`config.mk`:
```
export PLATFORM = sky130hd
export DESIGN_NAME = fixed_slot_buffer_allocator
export DESIGN_NICKNAME = d
export VERILOG_FILES = /design/src/sv/fsba_pkg.sv /design/src/sv/fsba_ram.sv /design/src/sv/fixed_slot_buffer_allocator.sv
export SDC_FILE = /design/constraint.sdc
export NUM_CORES = 1
export LEC_CHECK = 0
export ABC_AREA = 1
export BUFFER_PORTS_ARGS = -buffer_cell sky130_fd_sc_hd__buf_2
export CAP_MARGIN = 30
export CORE_MARGIN = 1
export CORE_UTILIZATION = 32
export DETAILED_ROUTE_END_ITERATION = 8
export PLACE_DENSITY_LB_ADDON = 0.08
export SLEW_MARGIN = 10
export SYNTH_ARGS = -nofsm -noshare
export SYNTH_HDL_FRONTEND = slang
export SYNTH_SLANG_ARGS = --single-unit
```
`constraint.sdc`:
```
create_clock -name clk -period 8.75 [get_ports clk]
set_clock_uncertainty 0.2 [all_clocks]
set_input_delay 2.625 -clock clk [delete_from_list [all_inputs] [get_ports clk]]
set_output_delay 2.625 -clock clk [all_outputs]
set_load 0.02 [all_outputs]
```
`src/sv/fsba_pkg.sv`:
```
// ----------------------------------------------------------------------------
// fsba_pkg
// Shared types and constants of the fixed slot buffer allocator: status codes,
// command codes and the width of one free map word.
// ----------------------------------------------------------------------------
package fsba_pkg;

	// Slots held in one word of the free map memory.
	localparam int unsigned WORD_W = 32;
	localparam int unsigned BIT_W  = 5;

	// Command carried with each request item.
	localparam logic CMD_ALLOC = 1'b0;
	localparam logic CMD_FREE  = 1'b1;

	// Status returned with each result item.
	typedef enum logic [1:0] {
		ST_OK           = 2'd0,
		ST_EMPTY        = 2'd1,
		ST_UNKNOWN      = 2'd2,
		ST_ALREADY_FREE = 2'd3
	} status_t;

endpackage

```
`src/sv/fsba_ram.sv`:
```
// ----------------------------------------------------------------------------
// fsba_ram
// Generic simple dual-port RAM: one write port, one read port, registered read.
// ----------------------------------------------------------------------------
module fsba_ram #(
	parameter int unsigned WIDTH = 32,
	parameter int unsigned DEPTH = 2
) (
	input  logic                                    clk,
	input  logic                                    wr_en,
	input  logic [((DEPTH > 1) ? $clog2(DEPTH) : 1)-1:0] wr_addr,
	input  logic [WIDTH-1:0]                        wr_data,
	input  logic                                    rd_en,
	input  logic [((DEPTH > 1) ? $clog2(DEPTH) : 1)-1:0] rd_addr,
	output logic [WIDTH-1:0]                        rd_data
);

	logic [WIDTH-1:0] mem [DEPTH];

	// Write port and registered read port.
	always_ff @(posedge clk) begin
		if (wr_en) begin
			mem[wr_addr] <= wr_data;
		end
		if (rd_en) begin
			rd_data <= mem[rd_addr];
		end
	end

endmodule

```
`src/sv/fixed_slot_buffer_allocator.sv`:
```
// ----------------------------------------------------------------------------
// fixed_slot_buffer_allocator
// Pool of equal-size slots tracked by a free map in RAM and a free counter.
// Allocate grants the lowest free slot; free returns a slot to the pool.
// ----------------------------------------------------------------------------
//  Channel  | Direction | Signals                       | Content
//  ---------+-----------+-------------------------------+------------------------
//  s_*      | in        | s_tvalid s_tready s_tdata     | request item
//           |           | s_tuser                       |
//  m_*      | out       | m_tvalid m_tready m_tdata     | result item
//           |           | m_tuser                       |
//  cfg_*    | in        | cfg_valid cfg_ready cfg_data  | slot_count register
//
// An allocate steps through accept, RAM read, evaluate and write back with
// the result, and repeats the read and evaluate steps for each further
// 32-slot word of the free map that it has to scan. A free of a slot in the
// pool takes accept, read, evaluate and write back; a free of a slot outside
// the pool skips the RAM and goes from accept to write back. Reset and a
// slot_count write free every slot at once through per-word valid flags, so
// no clearing pass is needed. A result still held at the output stalls the
// write-back step of the next request; a new request is accepted meanwhile.
// ----------------------------------------------------------------------------
module fixed_slot_buffer_allocator #(
	parameter int unsigned MAX_SLOTS = 64
) (
	input  logic        clk,
	input  logic        arst_n,
	// Request: tdata = slot_index[5:0]; tuser = cmd[0]
	input  logic        s_tvalid,
	output logic        s_tready,
	input  logic [7:0]  s_tdata,
	input  logic [0:0]  s_tuser,
	// Result: tdata = granted_slot[5:0], free_slots[12:6]; tuser = status[1:0]
	output logic        m_tvalid,
	input  logic        m_tready,
	output logic [15:0] m_tdata,
	output logic [1:0]  m_tuser,
	// Configuration: slot_count
	input  logic        cfg_valid,
	output logic        cfg_ready,
	input  logic [6:0]  cfg_data
);

	localparam int unsigned ROWS    = (MAX_SLOTS + fsba_pkg::WORD_W - 1) / fsba_pkg::WORD_W;
	localparam int unsigned ROW_AW  = (ROWS > 1) ? $clog2(ROWS) : 1;
	localparam int unsigned SLOT_W  = ROW_AW + fsba_pkg::BIT_W;
	localparam int unsigned CMP_W   = (SLOT_W > 7) ? SLOT_W : 7;
	localparam int unsigned RST_CNT = (MAX_SLOTS < 64) ? MAX_SLOTS : 64;

	typedef enum logic [1:0] {
		S_IDLE,
		S_ISSUE,
		S_EVAL,
		S_DONE
	} state_t;

	state_t                         state_q;
	logic                           cmd_q;
	logic [fsba_pkg::BIT_W-1:0]     idx_q;
	logic [ROW_AW-1:0]              row_q;
	logic [ROWS-1:0]                row_valid_q;
	logic                           valid_s1;
	logic [6:0]                     slot_count_q;
	logic [6:0]                     free_total_q;
	logic [fsba_pkg::WORD_W-1:0]    wr_data_q;
	logic                           wr_pend_q;
	fsba_pkg::status_t              status_q;
	logic [5:0]                     granted_q;
	logic                           dec_q;
	logic                           inc_q;
	fsba_pkg::status_t              out_status_q;
	logic [5:0]                     out_granted_q;
	logic [6:0]                     out_free_q;
	logic                           out_valid_q;

	logic [fsba_pkg::WORD_W-1:0]    rd_data;
	logic [fsba_pkg::WORD_W-1:0]    word;
	logic [fsba_pkg::WORD_W-1:0]    in_range;
	logic [fsba_pkg::WORD_W-1:0]    avail;
	logic [fsba_pkg::BIT_W-1:0]     low_bit;
	logic                           any_avail;
	logic [6:0]                     last_row;
	logic [6:0]                     cfg_count;
	logic                           out_free_slot;
	logic                           wr_en;
	logic                           rd_en;
	logic [SLOT_W-1:0]              grant_slot;
	logic [fsba_pkg::BIT_W-1:0]     free_bit;
	logic [6:0]                     free_total_dec;
	logic [6:0]                     free_total_inc;

	// Free map storage, one bit per slot, 32 slots per word.
	fsba_ram #(
		.WIDTH (fsba_pkg::WORD_W),
		.DEPTH (ROWS)
	) u_map (
		.clk     (clk),
		.wr_en   (wr_en),
		.wr_addr (row_q),
		.wr_data (wr_data_q),
		.rd_en   (rd_en),
		.rd_addr (row_q),
		.rd_data (rd_data)
	);

	// Handshakes and result packing.
	assign s_tready      = (state_q == S_IDLE);
	assign cfg_ready     = 1'b1;
	assign m_tvalid      = out_valid_q;
	assign m_tdata       = {3'b000, out_free_q, out_granted_q};
	assign m_tuser       = out_status_q;
	assign out_free_slot = !out_valid_q || m_tready;
	assign rd_en         = (state_q == S_ISSUE);
	assign wr_en         = (state_q == S_DONE) && out_free_slot && wr_pend_q;

	// A word never written since the last pool reset reads as all free.
	assign word = valid_s1 ? rd_data : '1;

	// Slots of the current word that lie below the slot count.
	always_comb begin
		for (int b = 0; b < fsba_pkg::WORD_W; b++) begin
			in_range[b] = CMP_W'({row_q, fsba_pkg::BIT_W'(b)}) < CMP_W'(slot_count_q);
		end
	end
	assign avail = word & in_range;

	// Lowest free slot in the word.
	always_comb begin
		low_bit = '0;
		for (int b = fsba_pkg::WORD_W - 1; b >= 0; b--) begin
			if (avail[b]) begin
				low_bit = fsba_pkg::BIT_W'(b);
			end
		end
	end
	assign any_avail  = |avail;
	assign grant_slot = {row_q, low_bit};
	assign last_row   = (slot_count_q - 7'd1) >> fsba_pkg::BIT_W;
	assign free_bit   = idx_q[fsba_pkg::BIT_W-1:0];

	// Counter updates with their limits.
	assign free_total_dec = (free_total_q != 7'd0) ? free_total_q - 7'd1 : free_total_q;
	assign free_total_inc = (free_total_q < slot_count_q) ? free_total_q + 7'd1 : free_total_q;

	// Written slot count: zero becomes one, above the pool size saturates.
	always_comb begin
		cfg_count = cfg_data;
		if (cfg_data == 7'd0) begin
			cfg_count = 7'd1;
		end else if (32'(cfg_data) > MAX_SLOTS) begin
			cfg_count = 7'(MAX_SLOTS);
		end
	end

	// Request sequencer with the pool state and the result register.
	always_ff @(posedge clk or negedge arst_n) begin
		if (!arst_n) begin
			state_q      <= S_IDLE;
			row_valid_q  <= '0;
			slot_count_q <= 7'(RST_CNT);
			free_total_q <= 7'(RST_CNT);
			wr_pend_q    <= 1'b0;
			out_valid_q  <= 1'b0;
		end else begin
			// The result leaves at its handshake unless a new one is loaded.
			if (out_valid_q && m_tready && (state_q != S_DONE)) begin
				out_valid_q <= 1'b0;
			end
			if (cfg_valid) begin
				slot_count_q <= cfg_count;
				free_total_q <= cfg_count;
				row_valid_q  <= '0;
			end
			case (state_q)
				S_IDLE: begin
					if (s_tvalid) begin
						cmd_q     <= s_tuser[0];
						idx_q     <= s_tdata[fsba_pkg::BIT_W-1:0];
						wr_pend_q <= 1'b0;
						dec_q     <= 1'b0;
						inc_q     <= 1'b0;
						granted_q <= '0;
						if (s_tuser[0] == fsba_pkg::CMD_ALLOC) begin
							row_q   <= '0;
							state_q <= S_ISSUE;
						end else if (7'(s_tdata[5:0]) >= slot_count_q) begin
							status_q <= fsba_pkg::ST_UNKNOWN;
							state_q  <= S_DONE;
						end else begin
							row_q   <= ROW_AW'(s_tdata[5:0] >> fsba_pkg::BIT_W);
							state_q <= S_ISSUE;
						end
					end
				end
				S_ISSUE: begin
					valid_s1 <= row_valid_q[row_q];
					state_q  <= S_EVAL;
				end
				S_EVAL: begin
					if (cmd_q == fsba_pkg::CMD_ALLOC) begin
						if (any_avail) begin
							wr_data_q <= word & ~(fsba_pkg::WORD_W'(1) << low_bit);
							wr_pend_q <= 1'b1;
							dec_q     <= 1'b1;
							granted_q <= grant_slot[5:0];
							status_q  <= fsba_pkg::ST_OK;
							state_q   <= S_DONE;
						end else if (7'(row_q) == last_row) begin
							status_q <= fsba_pkg::ST_EMPTY;
							state_q  <= S_DONE;
						end else begin
							row_q   <= row_q + ROW_AW'(1);
							state_q <= S_ISSUE;
						end
					end else begin
						if (word[free_bit]) begin
							status_q <= fsba_pkg::ST_ALREADY_FREE;
						end else begin
							wr_data_q <= word | (fsba_pkg::WORD_W'(1) << free_bit);
							wr_pend_q <= 1'b1;
							inc_q     <= 1'b1;
							status_q  <= fsba_pkg::ST_OK;
						end
						state_q <= S_DONE;
					end
				end
				S_DONE: begin
					if (out_free_slot) begin
						if (wr_pend_q) begin
							row_valid_q[row_q] <= 1'b1;
						end
						if (dec_q) begin
							free_total_q <= free_total_dec;
							out_free_q   <= free_total_dec;
						end else if (inc_q) begin
							free_total_q <= free_total_inc;
							out_free_q   <= free_total_inc;
						end else begin
							out_free_q <= free_total_q;
						end
						out_status_q  <= status_q;
						out_granted_q <= granted_q;
						out_valid_q   <= 1'b1;
						wr_pend_q     <= 1'b0;
						state_q       <= S_IDLE;
					end
				end
				default: begin
					state_q <= S_IDLE;
				end
			endcase
		end
	end

endmodule

```
==> run_results.csv, run 1 <==
group,metric,value,unit
job,total_of_max_cap_violations,0,
power,total_leakage_power,4.014,nW
yosys,synth_ff_type,"edfxtp_1",
sta,final.setup.tns,0,ns
sta,hold_viol,0,
sta,worstMarginPinSlew,0.9218,ns
floorplanning,die_height,170.2,um
drt,count_of_tritonroute_iterations_in_the_first_routing_pass,5,
global_route,first_global_vias,6665,
yosys,synthesis.instances,958,
cells_and_area,final_cell_count_no_fill,1388,
cells_and_area,final_layout_size_suffix_gt1_share,10.69,%
placed_design,total_of_buffers_placed_on_input_and_output_ports,35,
sta,timing.slew.headroom,38.32,%
global_route,grt.total_usage,18.53,%
setup_path,path_buf_inv,6,
setup_path,critPathKind,"flop to flop",
clocking,cts_hold_buffers,0,
setup_path,cp_data_required_time,8.71,ns
drt,ant_nets,0,
clocking,maximum_root_to_sink_buffer_count,2,
yosys,syn_area_per_cell,9.452,sq um
clocking,cts_resized,0,
drt,drt-initial-drc-count,505,
clocking,cts_htree_levels,4,
placed_design,post-place-cells,1356,
worst_hold_path,hold_class,"flop to flop",
setup_path,kind_of_start_point_of_the_critical_path,"flop",
clocking,clk_transition_reported_paths,0.08,ns
setup_path,critPathTopFamily,"simple AND/OR/NAND/NOR gates",
sta,share_of_the_clock_period_used_by_the_worst_path_after_layout,55.06,%
floorplanning,rows,61,
cells_and_area,antennaDiodeCount,0,
cells_and_area,final_layout_net_count,1036,
global_route,grt_max_degree,38,
sta,whs,0.2198,ns
sta,setup_viol,0,
yosys,synthesis.area,0.009055,sq mm
setup_path,worstSetupEndpointType,"flop",
clocking,cts_tree,"built",
setup_path,cp.arrival,4.77,ns
yosys,yosysSeqAreaShare,58.95,%
power,p_per_area,285.8,mW/mm^2
yosys,synthesis.yosys.warnings,0,
yosys,synth_top_cell_by_area,"edfxtp_1",
placed_design,place.gp.congestion,0.8876,
yosys,synth.area.top_cells,"edfxtp_1 (53%), nand2_1 (8.9%), nor2_1 (5.8%)",
cells_and_area,flow.area_growth_from_synthesis,13.11,%
global_route,grt_pass1_wl,39300,um
drt,dr_total_vias,6702,
sta,finalCriticalPeriod,4.817,ns
clocking,postCtsSetupBuffers,0,
setup_path,critical_path.most_common_cell,"nor2_1",
setup_path,timing.critical_path.cells,"inv_2 > buf_4 > ha_1 > inv_1 > nor2_4 > inv_1 > nor2_1 > inv_1 > o211ai_1 > nand2_1 > nor2_1 > nand2_1 > nor2_1 > nand2_1 > nor2_1 > inv_1 > nor2_1 > a21oi_1",
power,ir_drop,0.09964,mV
outcome,outcome,"complete, no violations",
yosys,yosysTopAreaCellShare,53.39,%
power,fin_total_pwr,2.927,mW
setup_path,timing.critical_path.fanout_max,37,
floorplanning,start_util,32.59,%
global_route,grt-ovfl-total,0,
floorplanning,fp.dieArea,0.02897,sq mm
clocking,clock_latency,0.43,ns
floorplanning,die_x,170.2,um
drt,wire_length_after_detailed_routing,25430,um
global_route,grt_antenna_before_repair,1,
yosys,synth.ff_latch_count,181,
drt,drc_errors,0,
drt,wire_per_inst,18.32,um
setup_path,crit_path_top_delay_cell,"nor2_1",
clocking,cts_num_sinks,181,
sta,final_max_slew_viol_count,0,
sta,max_freq,207.6,MHz
placed_design,dpl_hpwl,17900,um
sta,rsz0062_at_grt,"no",
setup_path,timing.critical_path.slowest_cell_delay,0.72,ns
cells_and_area,fill_cells,2843,
floorplanning,core_area,0.02778,sq mm
drt,viasPerCell,4.829,
yosys,synth_cell_type_count,53,
yosys,synth_enable_flop_cells,161,
yosys,async_reset_ff_share,11.05,%
clocking,clockRootBuffer,"clkbuf_16",
clocking,cts_buffers,17,
floorplanning,io_pins,42,
-- where the power goes --
part / leakage, nW / switching [mW] / internal (mW) / total [mW]
Combinational: 2.03 / 0.674 / 0.273 / 0.947
Sequential: 1.72 / 0.0862 / 1.15 / 1.24
Clock: 0.269 / 0.365 / 0.377 / 0.742
-- routing by layer --
metal  part of all wire, %  track usage, %  wire length, um  up-vias
li1                      -               -                -     3343
met1                    48           25.80            12330     3206
met2                    46           28.88            11630      129
met3                   3.6           3.372              926       24
met4                   2.1           6.385              539        0
met5                     0               0                0        -
-- synthesized netlist by cell type, types with 2 or more instances --
library cell and number:
a21boi_0 9, a21oi_1 55, a22o_1 2, a22oi_1 8, a31oi_1 9, buf_1 3
buf_4 4, clkbuf_1 15, clkinv_1 3, conb_1 2, dfrtp_1 18, dfstp_2 2
edfxtp_1 161, ha_1 17, inv_1 104, inv_2 4, inv_4 2, nand2_1 215
nand2_2 3, nand2_4 2, nand3_1 22, nand4_1 15, nand4_2 2, nor2_1 141
nor2_2 5, nor3_1 34, nor3_2 2, nor4_1 2, o2111ai_1 2, o211ai_1 11
o21a_1 2, o21ai_0 46, o21bai_1 2, o221ai_1 4, o22ai_1 5, o31ai_1 2
or2_2 2, xor2_1 6
-- cell type report --
| cell class | instances | area, sq um | share of cell area, % |
|---|---|---|---|
| clock buffers | 17 | 425.4 | 4.153 |
| clock inverters | 14 | 132.6 | 1.295 |
| inverters | 113 | 429.2 | 4.190 |
| multi-input cells | 640 | 3194 | 31.19 |
| flip-flops and latches | 181 | 5338 | 52.11 |
| well taps | 378 | 473.0 | 4.618 |
| repair buffers | 45 | 250.2 | 2.443 |
-- registers in the layout, summed over array words and instances (netlist names), 5 cells and up --
| signal | flops |
|---|---|
| free_bit | 5 |
| free_total_q | 7 |
| granted_q | 6 |
| out_free_q | 7 |
| out_granted_q | 6 |
| slot_count_q | 7 |
| u_map.mem | 64 |
| u_map.rd_data | 32 |
| wr_data_q | 32 |
-- layout by cell type, fill, tap and decap left out, drive strengths merged, types with 4 or more instances in the layout --
cell,Yosys,layout
xor2,6,6
dfrtp,18,18
clkinv,3,6
buf,9,45
a31oi,9,9
a22oi,8,8
a21oi,56,56
inv,110,119
nand3,23,23
a21boi,9,9
o221ai,4,4
nand4,17,17
nand2,221,221
o21ai,47,47
ha,17,17
nor2,147,147
o211ai,12,12
nor3,36,36
conb,2,4
clkbuf,16,17
edfxtp,161,161
o22ai,5,5
-- final timing paths --
kind | to | start | slack [ns] | cells after the start
min in group asynchronous | free_total_q[5] | arst_n | 1.99 | 1
min reg2reg | m_tuser[0] | status_q[0] | 0.22 | 0
min | m_tuser[0] | status_q[0] | 0.22 | 0
max | wr_data_q[31] | row_q | 3.93 | 18
max reg2reg | wr_data_q[31] | row_q | 3.93 | 18
max in group asynchronous | row_valid_q[1] | arst_n | 5.95 | 1
-- through the flow --
stage | cell area, sq um | worst slack [ns] | util, %
6_report | 10240 | 3.933 | 36.87
5_1_grt | 10240 | 3.382 | 36.87
4_1_cts | 10230 | 3.713 | 36.84
3_5_place_dp | 9677 | 3.262 | 34.83
3_3_place_gp | 9677 | 3.319 | 34.83
2_1_floorplan | 9062 | 3.175 | -
-- kinds of logic (layout without fill, tap and decap cells) --
| logic type | count (synthesis) | count (layout) | share of synthesized area (%) |
|---|---|---|---|
| and+or+nand+nor | 449 | 449 | 20.99 |
| xor gates and xnor gates | 6 | 6 | 0.5803 |
| AOI/OAI and AO/OA | 164 | 164 | 10.89 |
| buffers and inverters | 139 | 189 | 6.162 |
| adders and majority gates | 17 | 17 | 2.349 |
| DFF | 181 | 181 | 58.95 |
| other | 2 | 4 | 0.08294 |
Note: power is estimated with default switching activity, not from simulation.
==> run 2: changes to the inputs <==
==> constraint.sdc (replaced) <==
create_clock -name clk -period 4.55 [get_ports clk]
set_clock_uncertainty 0.2 [all_clocks]
set_input_delay 1.365 -clock clk [delete_from_list [all_inputs] [get_ports clk]]
set_output_delay 1.365 -clock clk [all_outputs]
set_load 0.02 [all_outputs]
==> run_results.csv, run 2 (synthesis gave the netlist of run 1 again) <==
group,metric,value,unit
setup_path,worstSetupEndpointType,"flop",
setup_path,critical_path.reg2reg.endpoint,"wr_data_q[18]",
cells_and_area,stdcell_area,0.01033,sq mm
sta,finalCriticalPeriod,4.088,ns
drt,wire_length_after_detailed_routing,25500,um
setup_path,timing.critical_path.fanout_max,16,
floorplanning,die_height,170.2,um
drt,drc_errors,0,
drt,viasPerCell,4.893,
placed_design,post-place-ws,0.3945,ns
sta,worstMarginPinSlew,0.7641,ns
global_route,first_global_vias,6703,
floorplanning,core_area,0.02778,sq mm
cells_and_area,layout_commonest_cell,"nand2_1",
drt,drt-initial-drc-count,601,
setup_path,critPathKind,"flop to flop",
clocking,cts_hold_buffers,0,
placed_design,total_of_buffers_placed_on_input_and_output_ports,35,
power,power.net_switching,2.177,mW
power,internal_power,3.488,mW
global_route,grt.total_usage,18.62,%
clocking,clk_transition_reported_paths,0.07,ns
setup_path,r2r-start,"row_q",
setup_path,endpoint,"wr_data_q[18]",
sta,timing.slew.headroom,48.52,%
cells_and_area,final_layout_net_count,1042,
floorplanning,start_util,32.59,%
placed_design,placement_stage_cell_area,0.009761,sq mm
sta,setup_viol,0,
clocking,postCtsSetupBuffers,0,
drt,wire_per_inst,18.28,um
job,total_of_max_cap_violations,0,
sta,max_freq,244.6,MHz
cells_and_area,flow.area_growth_from_synthesis,14.08,%
power,power_share_of_the_sequential_group,42.1,%
sta,hold_viol,0,
drt,ant_nets,0,
cells_and_area,final_cell_count_no_fill,1395,
floorplanning,rows,61,
cells_and_area,antennaDiodeCount,0,
setup_path,ff2ff_setup_slack,0.46,ns
setup_path,kind_of_start_point_of_the_critical_path,"flop",
setup_path,cp.arrival,4.03,ns
sta,final.setup.tns,0,ns
cells_and_area,layout_top_registers,"u_map.mem (64), u_map.rd_data (32), wr_data_q (32)",
power,power.clock.fraction,25.3,%
floorplanning,fp.dieArea,0.02897,sq mm
cells_and_area,top_register,"u_map.mem",
outcome,outcome,"complete, no violations",
placed_design,dpl_hpwl,18220,um
cells_and_area,max_ffs_per_register,64,
cells_and_area,final_layout_size_suffix_gt1_share,11.41,%
setup_path,crit_start,"row_q",
power,total_leakage_power,4.054,nW
worst_hold_path,hold_class,"flop to flop",
cells_and_area,mostFrequentLayoutCells,"nand2_1 (215), edfxtp_1 (161), nor2_1 (137)",
power,ir_drop,0.2881,mV
power,p_per_area,548.4,mW/mm^2
sta,final_max_slew_viol_count,0,
clocking,cts_tree,"built",
clocking,cts_htree_levels,4,
global_route,grt-ovfl-total,0,
sta,share_of_the_clock_period_used_by_the_worst_path_after_layout,89.85,%
power,fin_total_pwr,5.665,mW
clocking,cts_buffers,17,
clocking,cts_resized,0,
global_route,grt_max_degree,37,
floorplanning,die_x,170.2,um
power,power.share.combinational,32.6,%
power,power_switching_share,38.43,%
setup_path,cp_data_required_time,4.49,ns
global_route,grt_antenna_before_repair,0,
cells_and_area,fill_cells,2858,
setup_path,worstRegToRegCells,22,
placed_design,place.gp.congestion,0.9251,
floorplanning,io_pins,42,
sta,rsz0062_at_grt,"no",
sta,postLayoutSetupSlackWorst,0.4619,ns
placed_design,post-place-cells,1363,
clocking,clock_latency,0.44,ns
drt,dr_total_vias,6826,
drt,count_of_tritonroute_iterations_in_the_first_routing_pass,5,
clocking,maximum_root_to_sink_buffer_count,2,
clocking,cts_num_sinks,181,
global_route,grt_pass1_wl,39470,um
clocking,clockRootBuffer,"clkbuf_16",
==> run 2: changes by cell type in the layout (fill, tap and decap cells not counted), sizes merged <==
cell and change:
buf +6, clkbuf +2, inv -1
==> run 2: power groups by stage <==
stage,combinational (mW),sequential [mW],clock [mW]
2_1_floorplan,1.25,2.38,0
3_3_place_gp,1.86,2.41,0
3_5_place_dp,1.85,2.42,0
4_1_cts,1.86,2.39,1.48
5_1_grt,2.11,2.41,1.54
6_report,1.85,2.39,1.43
==> run 2: layout make-up <==
type | count | area, sq um | area share (%)
clock inverters | 13 | 128.9 | 1.248
well taps | 378 | 473.0 | 4.578
repair buffers | 51 | 320.3 | 3.101
flip-flops and latches | 181 | 5338 | 51.67
multi-input cells | 640 | 3208 | 31.06
inverters | 113 | 429.2 | 4.155
clock buffers | 19 | 432.9 | 4.191
==> run 2: stage by stage <==
| stage | util, % | hold slack (ns) |
|---|---|---|
| 2_1_floorplan | - | 0.2003 |
| 6_report | 37.18 | 0.2233 |
| 3_5_place_dp | 35.13 | 0.2061 |
| 4_1_cts | 37.16 | 0.2247 |
| 3_3_place_gp | 35.13 | 0.2043 |
| 5_1_grt | 37.18 | 0.2379 |
==> run 2: worst max-delay path, cell delays in order, from the launching register on <==
cell and delay [ns]:
edfxtp_1 0.44, buf_4 0.24, ha_1 0.29, nand2_8 0.12, inv_4 0.05, a21oi_4 0.19, o211ai_1 0.15, nand2_1 0.13
a31oi_1 0.06, o31ai_1 0.22, nand2_1 0.08, nand2_1 0.06, nand2_1 0.06, nand2_1 0.06, nand2_1 0.05, nand2_1 0.06
a21oi_1 0.06, o21bai_1 0.17, nand3_2 0.23, inv_1 0.25, nand4_1 0.22, nor2_1 0.23, a21oi_1 0.16
==> run 2: worst min-delay path by stage <==
| stage | to | from | cells after the start |
|---|---|---|---|
| final | out_granted_q[3] | granted_q[3] | 0 |
| after global routing | out_granted_q[2] | granted_q[2] | 0 |
| after CTS | out_granted_q[1] | granted_q[1] | 0 |
| after detailed placement | out_granted_q[1] | granted_q[1] | 0 |
| after global placement | m_tuser[0] | status_q[0] | 0 |
| after floorplan | m_tuser[0] | status_q[0] | 0 |
==> run 2: layer usage <==
| metal | wire length [um] | track usage, % |
|---|---|---|
| met1 | 12400 | 26.42 |
| met2 | 11330 | 28.44 |
| met3 | 1053 | 3.209 |
| met4 | 711 | 6.698 |
| met5 | 0 | 0 |
